File: config.mk
export PLATFORM = sky130hd
export DESIGN_NAME = ipv4_packet_acl_classifier
export DESIGN_NICKNAME = d
export VERILOG_FILES = /design/src/design/acl_pkg.sv /design/src/design/ipv4_packet_acl_classifier.sv /design/src/design/acl_parse.sv /design/src/design/acl_queue.sv /design/src/design/acl_count.sv
export SDC_FILE = /design/constraint.sdc
export NUM_CORES = 1
export LEC_CHECK = 0
export BUFFER_PORTS_ARGS = -buffer_cell sky130_fd_sc_hd__buf_2
export CAP_MARGIN = 40
export CORE_MARGIN = 5
export CORE_UTILIZATION = 35
export CTS_BUF_LIST = sky130_fd_sc_hd__clkbuf_8
export DETAILED_ROUTE_END_ITERATION = 7
export MAX_ROUTING_LAYER = met4
export PLACE_DENSITY = 0.49
export SYNTH_ARGS = -nofsm -noshare
export SYNTH_HDL_FRONTEND = slang
export SYNTH_SLANG_ARGS = --single-unit
File: constraint.sdc
create_clock -name i_clk -period 6.89 [get_ports i_clk]
set_input_delay 1.378 -clock i_clk [delete_from_list [all_inputs] [get_ports i_clk]]
set_output_delay 1.378 -clock i_clk [all_outputs]
set_load 0.03 [all_outputs]
File: src/design/acl_pkg.sv
// Package for the IPv4 ACL classifier: rule codes, configuration record,
// header offsets and protocol constants. No dependencies.
`default_nettype none

package acl_pkg;

    // Rule codes 0 to 7 in the order the rule list is evaluated; RULE_PASS is checked before them all
    typedef enum logic [3:0] {
        RULE_TRUSTED   = 4'd0,
        RULE_BLOCK_NET = 4'd1,
        RULE_SSH_BLOCK = 4'd2,
        RULE_TCP_OK    = 4'd3,
        RULE_TCP_DROP  = 4'd4,
        RULE_UDP_OK    = 4'd5,
        RULE_ICMP      = 4'd6,
        RULE_DEFAULT   = 4'd7,
        RULE_PASS      = 4'd8
    } t_rule;

    // Configuration register indexes
    localparam int unsigned CFG_IDX_W = 3;
    localparam logic [CFG_IDX_W-1:0] CFG_TRUSTED_SOURCE = 3'd0;
    localparam logic [CFG_IDX_W-1:0] CFG_BLOCKED_NET    = 3'd1;
    localparam logic [CFG_IDX_W-1:0] CFG_BLOCKED_MASK   = 3'd2;
    localparam logic [CFG_IDX_W-1:0] CFG_SSH_BLOCK_NET  = 3'd3;
    localparam logic [CFG_IDX_W-1:0] CFG_SSH_BLOCK_MASK = 3'd4;
    localparam logic [CFG_IDX_W-1:0] CFG_SSH_PORT       = 3'd5;

    typedef struct packed {
        logic [31:0] trusted_source;
        logic [31:0] blocked_net;
        logic [31:0] blocked_mask;
        logic [31:0] ssh_block_net;
        logic [31:0] ssh_block_mask;
        logic [15:0] ssh_port;
    } t_acl_cfg;

    localparam t_acl_cfg CFG_RESET = '{
        trusted_source: 32'h0A08_32B4,
        blocked_net:    32'hC0A8_6400,
        blocked_mask:   32'hFFFF_FF00,
        ssh_block_net:  32'h0A00_0000,
        ssh_block_mask: 32'hFF00_0000,
        ssh_port:       16'd22
    };

    // Byte position counter: saturates well above every offset that matters
    localparam int unsigned   POS_W   = 7;
    localparam logic [POS_W-1:0] POS_MAX = '1;

    // Header byte offsets from the destination MAC
    localparam logic [POS_W-1:0] OFS_ETH_HI = 7'd12;
    localparam logic [POS_W-1:0] OFS_ETH_LO = 7'd13;
    localparam logic [POS_W-1:0] OFS_IHL    = 7'd14;
    localparam logic [POS_W-1:0] OFS_PROTO  = 7'd23;
    localparam logic [POS_W-1:0] OFS_SRC    = 7'd26;
    localparam logic [POS_W-1:0] OFS_SRC_LAST = 7'd29;

    // Length thresholds (frame length is one bit wider than the position)
    localparam logic [POS_W:0] MIN_IPV4_LEN = 8'd34;
    localparam logic [POS_W:0] TCP_HDR_LEN  = 8'd20;
    localparam logic [POS_W:0] UDP_HDR_LEN  = 8'd8;

    localparam logic [7:0] ETYPE_HI = 8'h08;
    localparam logic [7:0] ETYPE_LO = 8'h00;

    localparam logic [7:0] PROTO_ICMP = 8'd1;
    localparam logic [7:0] PROTO_TCP  = 8'd6;
    localparam logic [7:0] PROTO_UDP  = 8'd17;

    localparam logic [15:0] PORT_DNS   = 16'd53;
    localparam logic [15:0] PORT_HTTP  = 16'd80;
    localparam logic [15:0] PORT_HTTPS = 16'd443;
    localparam logic [15:0] PORT_PERF  = 16'd5201;
    localparam logic [15:0] PORT_U5001 = 16'd5001;
    localparam logic [15:0] PORT_U5500 = 16'd5500;
    localparam logic [15:0] PORT_U9900 = 16'd9900;

    // Verdict queue between front and back
    localparam int unsigned QUEUE_DEPTH = 4;
    localparam int unsigned QUEUE_AW    = $clog2(QUEUE_DEPTH);

    // Drop rules
    function automatic logic rule_is_drop(input t_rule rule);
        return (rule == RULE_BLOCK_NET) || (rule == RULE_SSH_BLOCK) ||
               (rule == RULE_TCP_DROP)  || (rule == RULE_DEFAULT);
    endfunction

    // Ports accepted for TCP in either direction
    function automatic logic is_web_port(input logic [15:0] port);
        return (port == PORT_HTTP) || (port == PORT_HTTPS) || (port == PORT_PERF);
    endfunction

    // Destination ports accepted for UDP
    function automatic logic is_udp_service(input logic [15:0] port);
        return (port == PORT_DNS) || (port == PORT_U5001) || (port == PORT_HTTP) ||
               (port == PORT_U5500) || (port == PORT_U9900);
    endfunction

endpackage

`default_nettype wire

File: src/design/ipv4_packet_acl_classifier.sv
// Top level of the IPv4 ACL classifier: configuration registers, front end,
// verdict queue and counter back end. Uses acl_pkg, acl_parse, acl_queue, acl_count.
//
// Frame bytes enter one per cycle, first byte the destination MAC, with the
// last byte flagged; every byte is a transfer of its own and the block takes one
// each cycle. Header fields (ethertype, ihl, protocol, IPv4 source, TCP/UDP
// ports) are captured as they pass, so no header buffer is kept and no clearing
// pass follows reset. On the last byte the rule list is evaluated in that same
// cycle and the verdict enters a four-entry queue; the counter stage then
// registers it in its output register, carrying the accept and drop totals
// after that frame. The input stalls only while the queue is full, i.e.
// when four verdicts wait behind a stalled output. Configuration writes are
// always ready and take effect on the next frame decision.
`default_nettype none

module ipv4_packet_acl_classifier (
    input  logic                          i_clk,
    input  logic                          i_rst_n,
    // frame byte channel
    input  logic                          i_in_valid,
    output logic                          o_in_stall,
    input  logic [7:0]                    i_frame_byte,
    input  logic                          i_end_of_frame,
    // result channel
    output logic                          o_out_valid,
    input  logic                          i_out_stall,
    output logic                          o_verdict,
    output logic                          o_was_counted,
    output logic [3:0]                    o_rule_hit,
    output logic [63:0]                   o_accepted_total,
    output logic [63:0]                   o_dropped_total,
    // configuration write channel
    input  logic                          i_cfg_valid,
    output logic                          o_cfg_ready,
    input  logic [acl_pkg::CFG_IDX_W-1:0] i_cfg_index,
    input  logic [31:0]                   i_cfg_data
);
    import acl_pkg::*;

    t_acl_cfg r_cfg;
    logic     push;
    t_rule    push_rule;
    logic     pop;
    logic     q_not_empty;
    logic     q_full;
    t_rule    q_rule;

    // Configuration registers; writes beyond the list are dropped
    assign o_cfg_ready = 1'b1;

    always_ff @(posedge i_clk) begin
        if (!i_rst_n) begin
            r_cfg <= CFG_RESET;
        end else if (i_cfg_valid && o_cfg_ready) begin
            unique case (i_cfg_index)
                CFG_TRUSTED_SOURCE: r_cfg.trusted_source <= i_cfg_data;
                CFG_BLOCKED_NET:    r_cfg.blocked_net    <= i_cfg_data;
                CFG_BLOCKED_MASK:   r_cfg.blocked_mask   <= i_cfg_data;
                CFG_SSH_BLOCK_NET:  r_cfg.ssh_block_net  <= i_cfg_data;
                CFG_SSH_BLOCK_MASK: r_cfg.ssh_block_mask <= i_cfg_data;
                CFG_SSH_PORT:       r_cfg.ssh_port       <= i_cfg_data[15:0];
                default:            r_cfg                <= r_cfg;
            endcase
        end
    end

    acl_parse u_parse (
        .i_clk          (i_clk),
        .i_rst_n        (i_rst_n),
        .i_in_valid     (i_in_valid),
        .o_in_stall     (o_in_stall),
        .i_frame_byte   (i_frame_byte),
        .i_end_of_frame (i_end_of_frame),
        .i_cfg          (r_cfg),
        .i_queue_full   (q_full),
        .o_push         (push),
        .o_rule         (push_rule)
    );

    acl_queue u_queue (
        .i_clk       (i_clk),
        .i_rst_n     (i_rst_n),
        .i_push      (push),
        .i_rule      (push_rule),
        .i_pop       (pop),
        .o_not_empty (q_not_empty),
        .o_full      (q_full),
        .o_rule      (q_rule)
    );

    acl_count u_count (
        .i_clk            (i_clk),
        .i_rst_n          (i_rst_n),
        .i_q_not_empty    (q_not_empty),
        .i_q_rule         (q_rule),
        .o_pop            (pop),
        .o_out_valid      (o_out_valid),
        .i_out_stall      (i_out_stall),
        .o_verdict        (o_verdict),
        .o_was_counted    (o_was_counted),
        .o_rule_hit       (o_rule_hit),
        .o_accepted_total (o_accepted_total),
        .o_dropped_total  (o_dropped_total)
    );

endmodule

`default_nettype wire

File: src/design/acl_parse.sv
// Front end of the ACL classifier: takes frame bytes, captures the header
// fields on the fly and evaluates the rule list on the last byte. Uses acl_pkg.
`default_nettype none

module acl_parse (
    input  logic              i_clk,
    input  logic              i_rst_n,
    input  logic              i_in_valid,
    output logic              o_in_stall,
    input  logic [7:0]        i_frame_byte,
    input  logic              i_end_of_frame,
    input  acl_pkg::t_acl_cfg i_cfg,
    input  logic              i_queue_full,
    output logic              o_push,
    output acl_pkg::t_rule    o_rule
);
    import acl_pkg::*;

    logic [POS_W-1:0] r_pos;
    logic [POS_W-1:0] n_pos;
    logic             r_eth_hi_ok;
    logic             r_is_ipv4;
    logic [POS_W-1:0] r_l4;
    logic [7:0]       r_proto;
    logic [31:0]      r_src;
    logic [15:0]      r_sport;
    logic [15:0]      r_dport;

    logic             accept;
    logic [POS_W-1:0] l4_now;
    logic [POS_W-1:0] l4_eff;
    logic             past_ihl;
    logic [POS_W:0]   frame_len;
    logic             is_tcp;
    logic             is_udp;
    t_rule            rule;

    // Stall only when the verdict queue cannot take another entry
    assign o_in_stall = i_queue_full;
    assign accept     = i_in_valid && !o_in_stall;

    // L4 offset from the ihl nibble; the byte at offset 14 may itself be a port byte
    assign l4_now   = OFS_IHL + {1'b0, i_frame_byte[3:0], 2'b00};
    assign l4_eff   = (r_pos == OFS_IHL) ? l4_now : r_l4;
    assign past_ihl = (r_pos >= OFS_IHL);

    // Advance the byte position, saturating; restart on the last byte
    always_comb begin
        n_pos = r_pos;
        if (accept) begin
            if (i_end_of_frame) begin
                n_pos = '0;
            end else if (r_pos != POS_MAX) begin
                n_pos = r_pos + 1'b1;
            end
        end
    end

    always_ff @(posedge i_clk) begin
        if (!i_rst_n) begin
            r_pos <= '0;
        end else begin
            r_pos <= n_pos;
        end
    end

    // Capture header fields as their bytes go past
    always_ff @(posedge i_clk) begin
        if (accept) begin
            if (r_pos == OFS_ETH_HI) begin
                r_eth_hi_ok <= (i_frame_byte == ETYPE_HI);
            end
            if (r_pos == OFS_ETH_LO) begin
                r_is_ipv4 <= r_eth_hi_ok && (i_frame_byte == ETYPE_LO);
            end
            if (r_pos == OFS_IHL) begin
                r_l4 <= l4_now;
            end
            if (r_pos == OFS_PROTO) begin
                r_proto <= i_frame_byte;
            end
            if (r_pos >= OFS_SRC && r_pos <= OFS_SRC_LAST) begin
                r_src <= {r_src[23:0], i_frame_byte};
            end
            if (past_ihl) begin
                if (r_pos == l4_eff) begin
                    r_sport[15:8] <= i_frame_byte;
                end
                if (r_pos == l4_eff + 7'd1) begin
                    r_sport[7:0] <= i_frame_byte;
                end
                if (r_pos == l4_eff + 7'd2) begin
                    r_dport[15:8] <= i_frame_byte;
                end
                if (r_pos == l4_eff + 7'd3) begin
                    r_dport[7:0] <= i_frame_byte;
                end
            end
        end
    end

    // Evaluate the rule list; all fields it reads lie before the last byte
    assign frame_len = {1'b0, r_pos} + 1'b1;
    assign is_tcp    = (r_proto == PROTO_TCP);
    assign is_udp    = (r_proto == PROTO_UDP);

    always_comb begin
        priority if (frame_len < MIN_IPV4_LEN || !r_is_ipv4) begin
            rule = RULE_PASS;
        end else if (is_tcp && ({1'b0, r_l4} + TCP_HDR_LEN > frame_len)) begin
            rule = RULE_PASS;
        end else if (is_udp && ({1'b0, r_l4} + UDP_HDR_LEN > frame_len)) begin
            rule = RULE_PASS;
        end else if (is_tcp && r_src == i_cfg.trusted_source &&
                     r_dport == i_cfg.ssh_port) begin
            rule = RULE_TRUSTED;
        end else if ((r_src & i_cfg.blocked_mask) == i_cfg.blocked_net) begin
            rule = RULE_BLOCK_NET;
        end else if (is_tcp && r_dport == i_cfg.ssh_port &&
                     (r_src & i_cfg.ssh_block_mask) == i_cfg.ssh_block_net) begin
            rule = RULE_SSH_BLOCK;
        end else if (is_tcp) begin
            rule = (is_web_port(r_dport) || is_web_port(r_sport)) ?
                   RULE_TCP_OK : RULE_TCP_DROP;
        end else if (is_udp && is_udp_service(r_dport)) begin
            rule = RULE_UDP_OK;
        end else if (r_proto == PROTO_ICMP) begin
            rule = RULE_ICMP;
        end else begin
            rule = RULE_DEFAULT;
        end
    end

    // Hand one verdict per frame to the queue
    assign o_push = accept && i_end_of_frame;
    assign o_rule = rule;

    // A frame's last byte always restarts the position count
    a_pos_restart: assert property (@(posedge i_clk) disable iff (!i_rst_n)
        o_push |=> (r_pos == '0))
        else $error("byte position not cleared after last byte");

endmodule

`default_nettype wire

File: src/design/acl_queue.sv
// Short verdict queue between the classifier front end and the counter back
// end. Uses acl_pkg for the rule type and depth.
`default_nettype none

module acl_queue (
    input  logic           i_clk,
    input  logic           i_rst_n,
    input  logic           i_push,
    input  acl_pkg::t_rule i_rule,
    input  logic           i_pop,
    output logic           o_not_empty,
    output logic           o_full,
    output acl_pkg::t_rule o_rule
);
    import acl_pkg::*;

    t_rule               r_mem [QUEUE_DEPTH];
    logic [QUEUE_AW-1:0] r_wr_ptr;
    logic [QUEUE_AW-1:0] r_rd_ptr;
    logic [QUEUE_AW:0]   r_count;

    // Store on push
    always_ff @(posedge i_clk) begin
        if (i_push) begin
            r_mem[r_wr_ptr] <= i_rule;
        end
    end

    // Advance pointers and occupancy
    always_ff @(posedge i_clk) begin
        if (!i_rst_n) begin
            r_wr_ptr <= '0;
            r_rd_ptr <= '0;
            r_count  <= '0;
        end else begin
            if (i_push) begin
                r_wr_ptr <= r_wr_ptr + 1'b1;
            end
            if (i_pop) begin
                r_rd_ptr <= r_rd_ptr + 1'b1;
            end
            unique case ({i_push, i_pop})
                2'b10:   r_count <= r_count + 1'b1;
                2'b01:   r_count <= r_count - 1'b1;
                default: r_count <= r_count;
            endcase
        end
    end

    assign o_not_empty = (r_count != '0);
    assign o_full      = (r_count == (QUEUE_AW + 1)'(QUEUE_DEPTH));
    assign o_rule      = r_mem[r_rd_ptr];

    a_no_overflow: assert property (@(posedge i_clk) disable iff (!i_rst_n)
        i_push |-> !o_full)
        else $error("verdict queue written while full");

    a_no_underflow: assert property (@(posedge i_clk) disable iff (!i_rst_n)
        i_pop |-> o_not_empty)
        else $error("verdict queue read while empty");

endmodule

`default_nettype wire

File: src/design/acl_count.sv
// Back end of the ACL classifier: takes verdicts from the queue, bumps the
// accept and drop counters and holds the result for transfer. Uses acl_pkg.
`default_nettype none

module acl_count (
    input  logic           i_clk,
    input  logic           i_rst_n,
    input  logic           i_q_not_empty,
    input  acl_pkg::t_rule i_q_rule,
    output logic           o_pop,
    output logic           o_out_valid,
    input  logic           i_out_stall,
    output logic           o_verdict,
    output logic           o_was_counted,
    output logic [3:0]     o_rule_hit,
    output logic [63:0]    o_accepted_total,
    output logic [63:0]    o_dropped_total
);
    import acl_pkg::*;

    logic        r_out_valid;
    t_rule       r_rule;
    logic        r_verdict;
    logic        r_counted;
    logic [63:0] r_acc;
    logic [63:0] r_drp;

    logic        is_drop;
    logic        counted;

    // Take a verdict when the output register is free or being emptied
    assign o_pop   = i_q_not_empty && (!r_out_valid || !i_out_stall);
    assign is_drop = rule_is_drop(i_q_rule);
    assign counted = (i_q_rule != RULE_PASS);

    always_ff @(posedge i_clk) begin
        if (!i_rst_n) begin
            r_out_valid <= 1'b0;
            r_acc       <= '0;
            r_drp       <= '0;
        end else begin
            if (o_pop) begin
                r_out_valid <= 1'b1;
                if (counted && is_drop) begin
                    r_drp <= r_drp + 64'd1;
                end
                if (counted && !is_drop) begin
                    r_acc <= r_acc + 64'd1;
                end
            end else if (!i_out_stall) begin
                r_out_valid <= 1'b0;
            end
        end
    end

    // Hold the result fields alongside the counters
    always_ff @(posedge i_clk) begin
        if (o_pop) begin
            r_rule    <= i_q_rule;
            r_verdict <= is_drop;
            r_counted <= counted;
        end
    end

    assign o_out_valid      = r_out_valid;
    assign o_verdict        = r_verdict;
    assign o_was_counted    = r_counted;
    assign o_rule_hit       = r_rule;
    assign o_accepted_total = r_acc;
    assign o_dropped_total  = r_drp;

    a_drop_bump: assert property (@(posedge i_clk) disable iff (!i_rst_n)
        (o_pop && counted && is_drop) |=> (r_drp == $past(r_drp) + 64'd1) &&
                                          (r_acc == $past(r_acc)))
        else $error("drop counter did not advance on a drop verdict");

    a_counted_flag: assert property (@(posedge i_clk) disable iff (!i_rst_n)
        r_out_valid |-> (r_counted == (r_rule != RULE_PASS)))
        else $error("counted flag disagrees with rule code");

endmodule

`default_nettype wire
==> flow_metrics.tcl, run 1 <==
set metrics [dict create \
    grt_max_degree 120 \
    numCtsBuffers 77 \
    ys_async_sr_fraction_pct 0 \
    root_buffer "clkbuf_8" \
    setup_violations 0 \
    slowest_stage "dfxtp_1" \
    grt.overflow.total 0 \
    grt_antenna_before_repair 4 \
    synthesis.area_um2 19200 \
    synth_edf_count 103 \
    timing.critical_path.mode_cell "ha_1" \
    clk_latency_ps 650 \
    synth_most_common_cell "nand2_1" \
    rows 85 \
    cts_tree "built" \
    yosys.area.top_type_share_pct 33.5 \
    routedWlPerCell_um 18.1 \
    post_cts_buffers 0 \
    fin_nets 2417 \
    crit_chain "ha_1, nand3_1, xnor2_1, inv_1, ha_1, a21o_1, a21oi_1, nor2b_1, o31ai_1, nand4_1, or3_1, nor2_1" \
    synthCells 2158 \
    drcViolationCount 0 \
    core-area_um2 54000 \
    grt_pass1_vias 15282 \
    syn_to_final_growth_pct 16.0 \
    rsz0062_at_grt "false" \
    wl_met2_um 25600 \
    cts_sinks 424 \
    dr_wl_met3_um 3390 \
    synth-seq-cells 424 \
    vias_per_cell 5.12 \
    outcome "complete, no violations" \
    die_h_um 244 \
    vdd_drop_max_mv 0.126 \
    drive_gt1_share_pct 14.1 \
    crit_type "reg -> reg" \
    worst_pin_slew_ps 881 \
    synth_area_leader_cell "dfxtp_1" \
    p_per_area_nw_per_um2 255 \
    grt_usage_pct 18.8 \
    synth-main-ff-cell "dfxtp_1" \
    hold_viol 0 \
    globalplace.congestion 0.834 \
    ys_top_cells_by_area "dfxtp_1 (33%), edfxtp_1 (16%), nand2_1 (9.7%)" \
    wl_um 56000 \
    die_w_um 244 \
    first_pass_iters 6 \
    required_ps 7320 \
    drv_slew 0 \
    io_buffers 184 \
    grt_pass1_wl_um 87500 \
    htreeDepth 3 \
    dieArea_um2 59600 \
    postCtsResizedCells 0 \
    io_pins 186 \
    drv_cap 0 \
    dp_hpwl_um 37500 \
    ys_warn_count 0 \
    path_max_fanout 15 \
    p_leak_nw 8.56 \
    num_vias 15808 \
    startpoint_type "flop" \
    dp_cells 2951 \
    clk_pin_slew_ps 60 \
    synth_seq_area_share_pct 49.6 \
    syn_area_per_cell_um2 8.89 \
    start_util_pct 35.5 \
    fin_tns_setup_ps 0 \
    drtIter0Drc 1059 \
    yosys-top-cells-count "nand2_1 (494), dfxtp_1 (321), nor2_1 (163)" \
    clock_path_buffers 3 \
    end_kind "flop" \
    fmax_ghz 0.275 \
    final_area_um2 22300 \
    crit_buf_inv 1 \
    drt-met1-wl_um 25600 \
    slowest_delay_ps 710 \
    post-route-period-util_pct 52.8 \
    hold_class "reg -> reg" \
    place_area_um2 20700 \
    synth_fp_nets 2241 \
    synth_cell_types 75 \
    stdcell_count 3090 \
    fin_worst_skew_ps 33.1 \
    crit_family "simple AND/OR/NAND/NOR gates" \
    crit_arrival_ps 4070 \
    fin_crit_ps 3640 \
    slew_headroom_pct 41.3 \
    route.top_layer_used "met4" \
    hold_buffers 0 \
    reg2reg_slack_ps 3250 \
    ant_nets 0 \
]
-- per-layer routing --
metal  track usage [%]  up-vias
met1              24.6     7566
met3              3.79       78
met4              6.11        0
met5                 -        -
li1                  -     7729
met2              29.5      435
-- registers in the layout (all words and copies together) (netlist names), named ones only --
| register | flops |
|---|---|
| u_count.o_out_valid | 1 |
| u_parse.r_proto | 8 |
| u_parse.r_dport | 16 |
| u_count.o_verdict | 1 |
| u_count.o_accepted_total | 64 |
| u_parse.r_sport | 16 |
| u_queue.r_mem | 16 |
| r_cfg | 176 |
| u_queue.r_wr_ptr | 2 |
| u_queue.r_rd_ptr | 2 |
| u_parse.r_src | 32 |
| u_parse.r_is_ipv4 | 1 |
| u_queue.r_count | 3 |
| u_count.o_was_counted | 1 |
| u_parse.r_l4 | 7 |
| u_count.o_rule_hit | 4 |
| u_count.o_dropped_total | 64 |
| u_parse.r_eth_hi_ok | 1 |
| u_parse.r_pos | 7 |
-- worst reg2reg max path, delay by kind of cell, from the launching register on --
kind	cells	cell delay, ps
flip-flops	1	710
adder cells (fa/ha/maj)	2	670
buffers and inverters	1	100
AND/OR/NAND/NOR	5	1170
AO/OA/AOI/OAI	3	550
XOR/XNOR	1	240
-- area by class of cell --
type                            instances  area (um2)
Antenna cell                            4        10.0
Clock buffer                           96        1320
Clock inverter                         39         183
Fill cell                            5379       31800
Inverter                               32         128
Multi-Input combinational cell       1598        9130
Sequential cell                       424        9520
Tap cell                              696         871
Timing Repair Buffer                  201        1090
-- power by group --
group          internal, mW  leakage (nW)  switching [mW]
Clock                  1.26         0.874            1.08
Sequential             2.63          3.53          0.0628
Combinational         0.230          4.15           0.412
-- per-stage QoR --
| step | hold WS, ps | util (%) | total power, mW | worst slack, ps |
|---|---|---|---|---|
| after CTS | 454 | 41.2 | 5.76 | 3210 |
| after global placement | 442 | 38.3 | 3.37 | 3050 |
| final | 452 | 41.2 | 5.67 | 3250 |
| after global routing | 469 | 41.2 | 5.96 | 2860 |
| after floorplan | 437 | - | 3.18 | 3020 |
| after detailed placement | 447 | 38.4 | 3.39 | 2980 |
-- cells in the final DEF, fill, tap and decap left out, drive strengths merged, types with 2 or more instances in the layout --
master,n
a21o,2
a21oi,160
a22oi,3
a31oi,7
and2,17
and3,37
and4,25
buf,201
clkbuf,96
clkinv,6
dfxtp,321
diode,4
edfxtp,103
ha,33
inv,64
mux2,2
mux2i,4
mux4,4
nand2,494
nand2b,7
nand3,126
nand3b,6
nand4,48
nand4b,2
nor2,163
nor2b,13
nor3,42
nor3b,5
nor4,48
nor4bb,2
o2111ai,2
o211ai,3
o21ai,42
o31ai,3
or2,3
or3,24
or3b,2
or4,4
xnor2,109
xor2,137
-- worst paths after layout --
kind,from,depth (start not counted),to
min,r_cfg[16],2,r_cfg[16]
max,u_parse.r_pos[1],12,u_queue.r_mem[0][2]
max reg2reg,u_parse.r_pos[1],12,u_queue.r_mem[0][2]
min reg2reg,r_cfg[16],2,r_cfg[16]
-- kinds of logic (layout without fill, tap and decap cells) --
family / Yosys count / count (layout) / synth area share (%)
simple gates: 1072 / 1072 / 26.2
flops: 424 / 424 / 49.6
xor+xnor: 248 / 248 / 11.5
compound gates: 233 / 233 / 6.70
buf+inv: 136 / 368 / 2.88
fa+ha+maj: 34 / 34 / 2.26
mux: 10 / 10 / 0.835
other cells: 1 / 5 / 0.0195
Note: power is estimated with default switching activity, not from simulation.
==> inputs of run 2 (changes only) <==
--- a/config.mk
+++ b/config.mk
@@ -12,7 +12,7 @@
 export CTS_BUF_LIST = sky130_fd_sc_hd__clkbuf_8
 export DETAILED_ROUTE_END_ITERATION = 7
 export MAX_ROUTING_LAYER = met4
-export PLACE_DENSITY = 0.49
+export PLACE_DENSITY = 0.51
 export SYNTH_ARGS = -nofsm -noshare
 export SYNTH_HDL_FRONTEND = slang
 export SYNTH_SLANG_ARGS = --single-unit
==> constraint.sdc (replaced) <==
create_clock -name i_clk -period 3 [get_ports i_clk]
set_input_delay 0.6 -clock i_clk [delete_from_list [all_inputs] [get_ports i_clk]]
set_output_delay 0.6 -clock i_clk [all_outputs]
set_load 0.03 [all_outputs]
==> run 2 against run 1 <==
- core utilization rose by 0.90 points
- power rose by 130%
- global-route usage rose by 0.055 points
- clock power rose by 130%
- wire length barely moved
- worst setup slack got worse by 3100 ps
- sequential power rose by 130%
- register-to-register slack got worse by 3100 ps
- hold slack got worse by 230 ps
- final area rose by 2.2%
- via count rose by 0.80%
- first-iteration DRC count rose by 1.0%
- critical path type unchanged
- critical endpoint is now u_queue.r_mem[3][1]
- largest power group unchanged
- highest routed layer unchanged
==> flow_metrics.tcl, run 2 (same netlist as run 1, synthesis figures left out) <==
set metrics [dict create \
    outcome "complete, no violations" \
    grt_pass1_vias 15420 \
    grt.overflow.total 0 \
    stdcell_count 3146 \
    dp_cells 2998 \
    grtUsageMet3_pct 3.91 \
    clock_path_buffers 3 \
    worst_pin_slew_ps 831 \
    drive_gt1_share_pct 16.3 \
    final_core_utilization_pct 42.1 \
    seq_area_um2 9520 \
    crit_type "reg -> reg" \
    setup_violations 0 \
    fin_nets 2466 \
    fillers 5422 \
    clk_pin_slew_ps 60 \
    rows 85 \
    routedWlPerCell_um 17.8 \
    grt_usage_pct 18.9 \
    io_pins 186 \
    numCtsBuffers 78 \
    io_buffers 184 \
    max_flop_register "r_cfg" \
    htreeDepth 3 \
    globalplace.congestion 0.890 \
    die_w_um 244 \
    ant_nets 0 \
    grt_antenna_before_repair 7 \
    syn_to_final_growth_pct 18.5 \
    met2_usage_pct 30.1 \
    clk_latency_ps 660 \
    holdWs_ps 223 \
    drv_slew 0 \
    die_h_um 244 \
    hold_buffers 0 \
    dp_hpwl_um 38000 \
    vias_per_cell 5.07 \
    p_per_area_nw_per_um2 573 \
    multi_input_area_um2 9250 \
    place_area_um2 21100 \
    cts_sinks 424 \
    num_vias 15935 \
    crit_arrival_ps 3340 \
    core-area_um2 54000 \
    slew_headroom_pct 44.6 \
    drv_cap 0 \
    reg2reg_from "u_parse.r_l4[4]" \
    min-delay-start "i_cfg_data[20]" \
    drtIter0Drc 1070 \
    required_ps 3490 \
    grt_max_degree 80 \
    use_met1_pct 24.5 \
    drcViolationCount 0 \
    fin_worst_skew_ps 30.7 \
    cts_tree "built" \
    mostFrequentLayoutCells "nand2_1 (494), dfxtp_1 (320), buf_2 (184)" \
    hold_viol 0 \
    wl_um 56000 \
    p_leak_nw 8.85 \
    first_pass_iters 6 \
    path_max_fanout 7 \
    fmax_ghz 0.350 \
    grt_pass1_wl_um 88100 \
    fin_crit_ps 2850 \
    dieArea_um2 59600 \
    hold_class "in -> reg" \
    start_util_pct 35.5 \
    startpoint_type "flop" \
    root_buffer "clkbuf_8" \
    power_mw 13.0 \
    end_kind "flop" \
    final_common_cell "nand2_1" \
    busiest_layer "met2" \
    vdd_drop_max_mv 0.243 \
    crit_path_start "u_parse.r_l4[4]" \
    post-route-period-util_pct 95.1 \
    final_area_um2 22700 \
    largest_reg_flops 176 \
]
## run 2: repair_timing
action                                  CTS  global route
resized for setup                         2            24
endpoints found under the setup margin   10            46
pin swaps                                 0             3
setup buffers                             0             1
## run 2: area by class of cell
cell class | count | area share (%)
Inverter | 32 | 0.561
Clock buffer | 87 | 5.26
Tap cell | 696 | 3.83
Clock inverter | 54 | 1.27
Multi-Input combinational cell | 1598 | 40.7
Timing Repair Buffer | 249 | 6.46
Antenna cell | 6 | 0.0660
Sequential cell | 424 | 41.9
## run 2: power by group
group | switching, mW | internal, mW
logic | 0.988 | 0.599
clock network | 2.50 | 2.77
registers | 0.126 | 6.04
## run 2: per-stage QoR
step	setup WS [ps]	setup TNS (ps)
3_3_place_gp	83.1	0
4_1_cts	58.9	0
3_5_place_dp	-54.6	-308
6_report	147	0
2_1_floorplan	42.9	0
5_1_grt	-24.4	-113
## run 2: path summary, 6_finish.rpt
kind | slack [ps] | end | depth (start not counted)
min | 220 | r_cfg[68] | 3
max reg2reg | 150 | u_queue.r_mem[3][1] | 11
min reg2reg | 450 | r_cfg[86] | 2
max | 150 | u_queue.r_mem[3][1] | 11
## run 2: per-layer routing
| metal | up-vias | routed length, um |
|---|---|---|
| met4 | 0 | 997 |
| met2 | 403 | 26500 |
| met3 | 74 | 3120 |
| met1 | 7629 | 25400 |
| li1 | 7829 | - |
| met5 | - | 0 |
## run 2: critical path, stage by stage (launching register included)
cell	delay (ps)
edfxtp_1	370
buf_4	180
ha_1	220
xor2_2	170
ha_1	300
a21o_1	190
a21oi_2	140
nor2b_1	60
o31ai_1	240
nand4_1	170
or3_4	400
o21ba_2	270
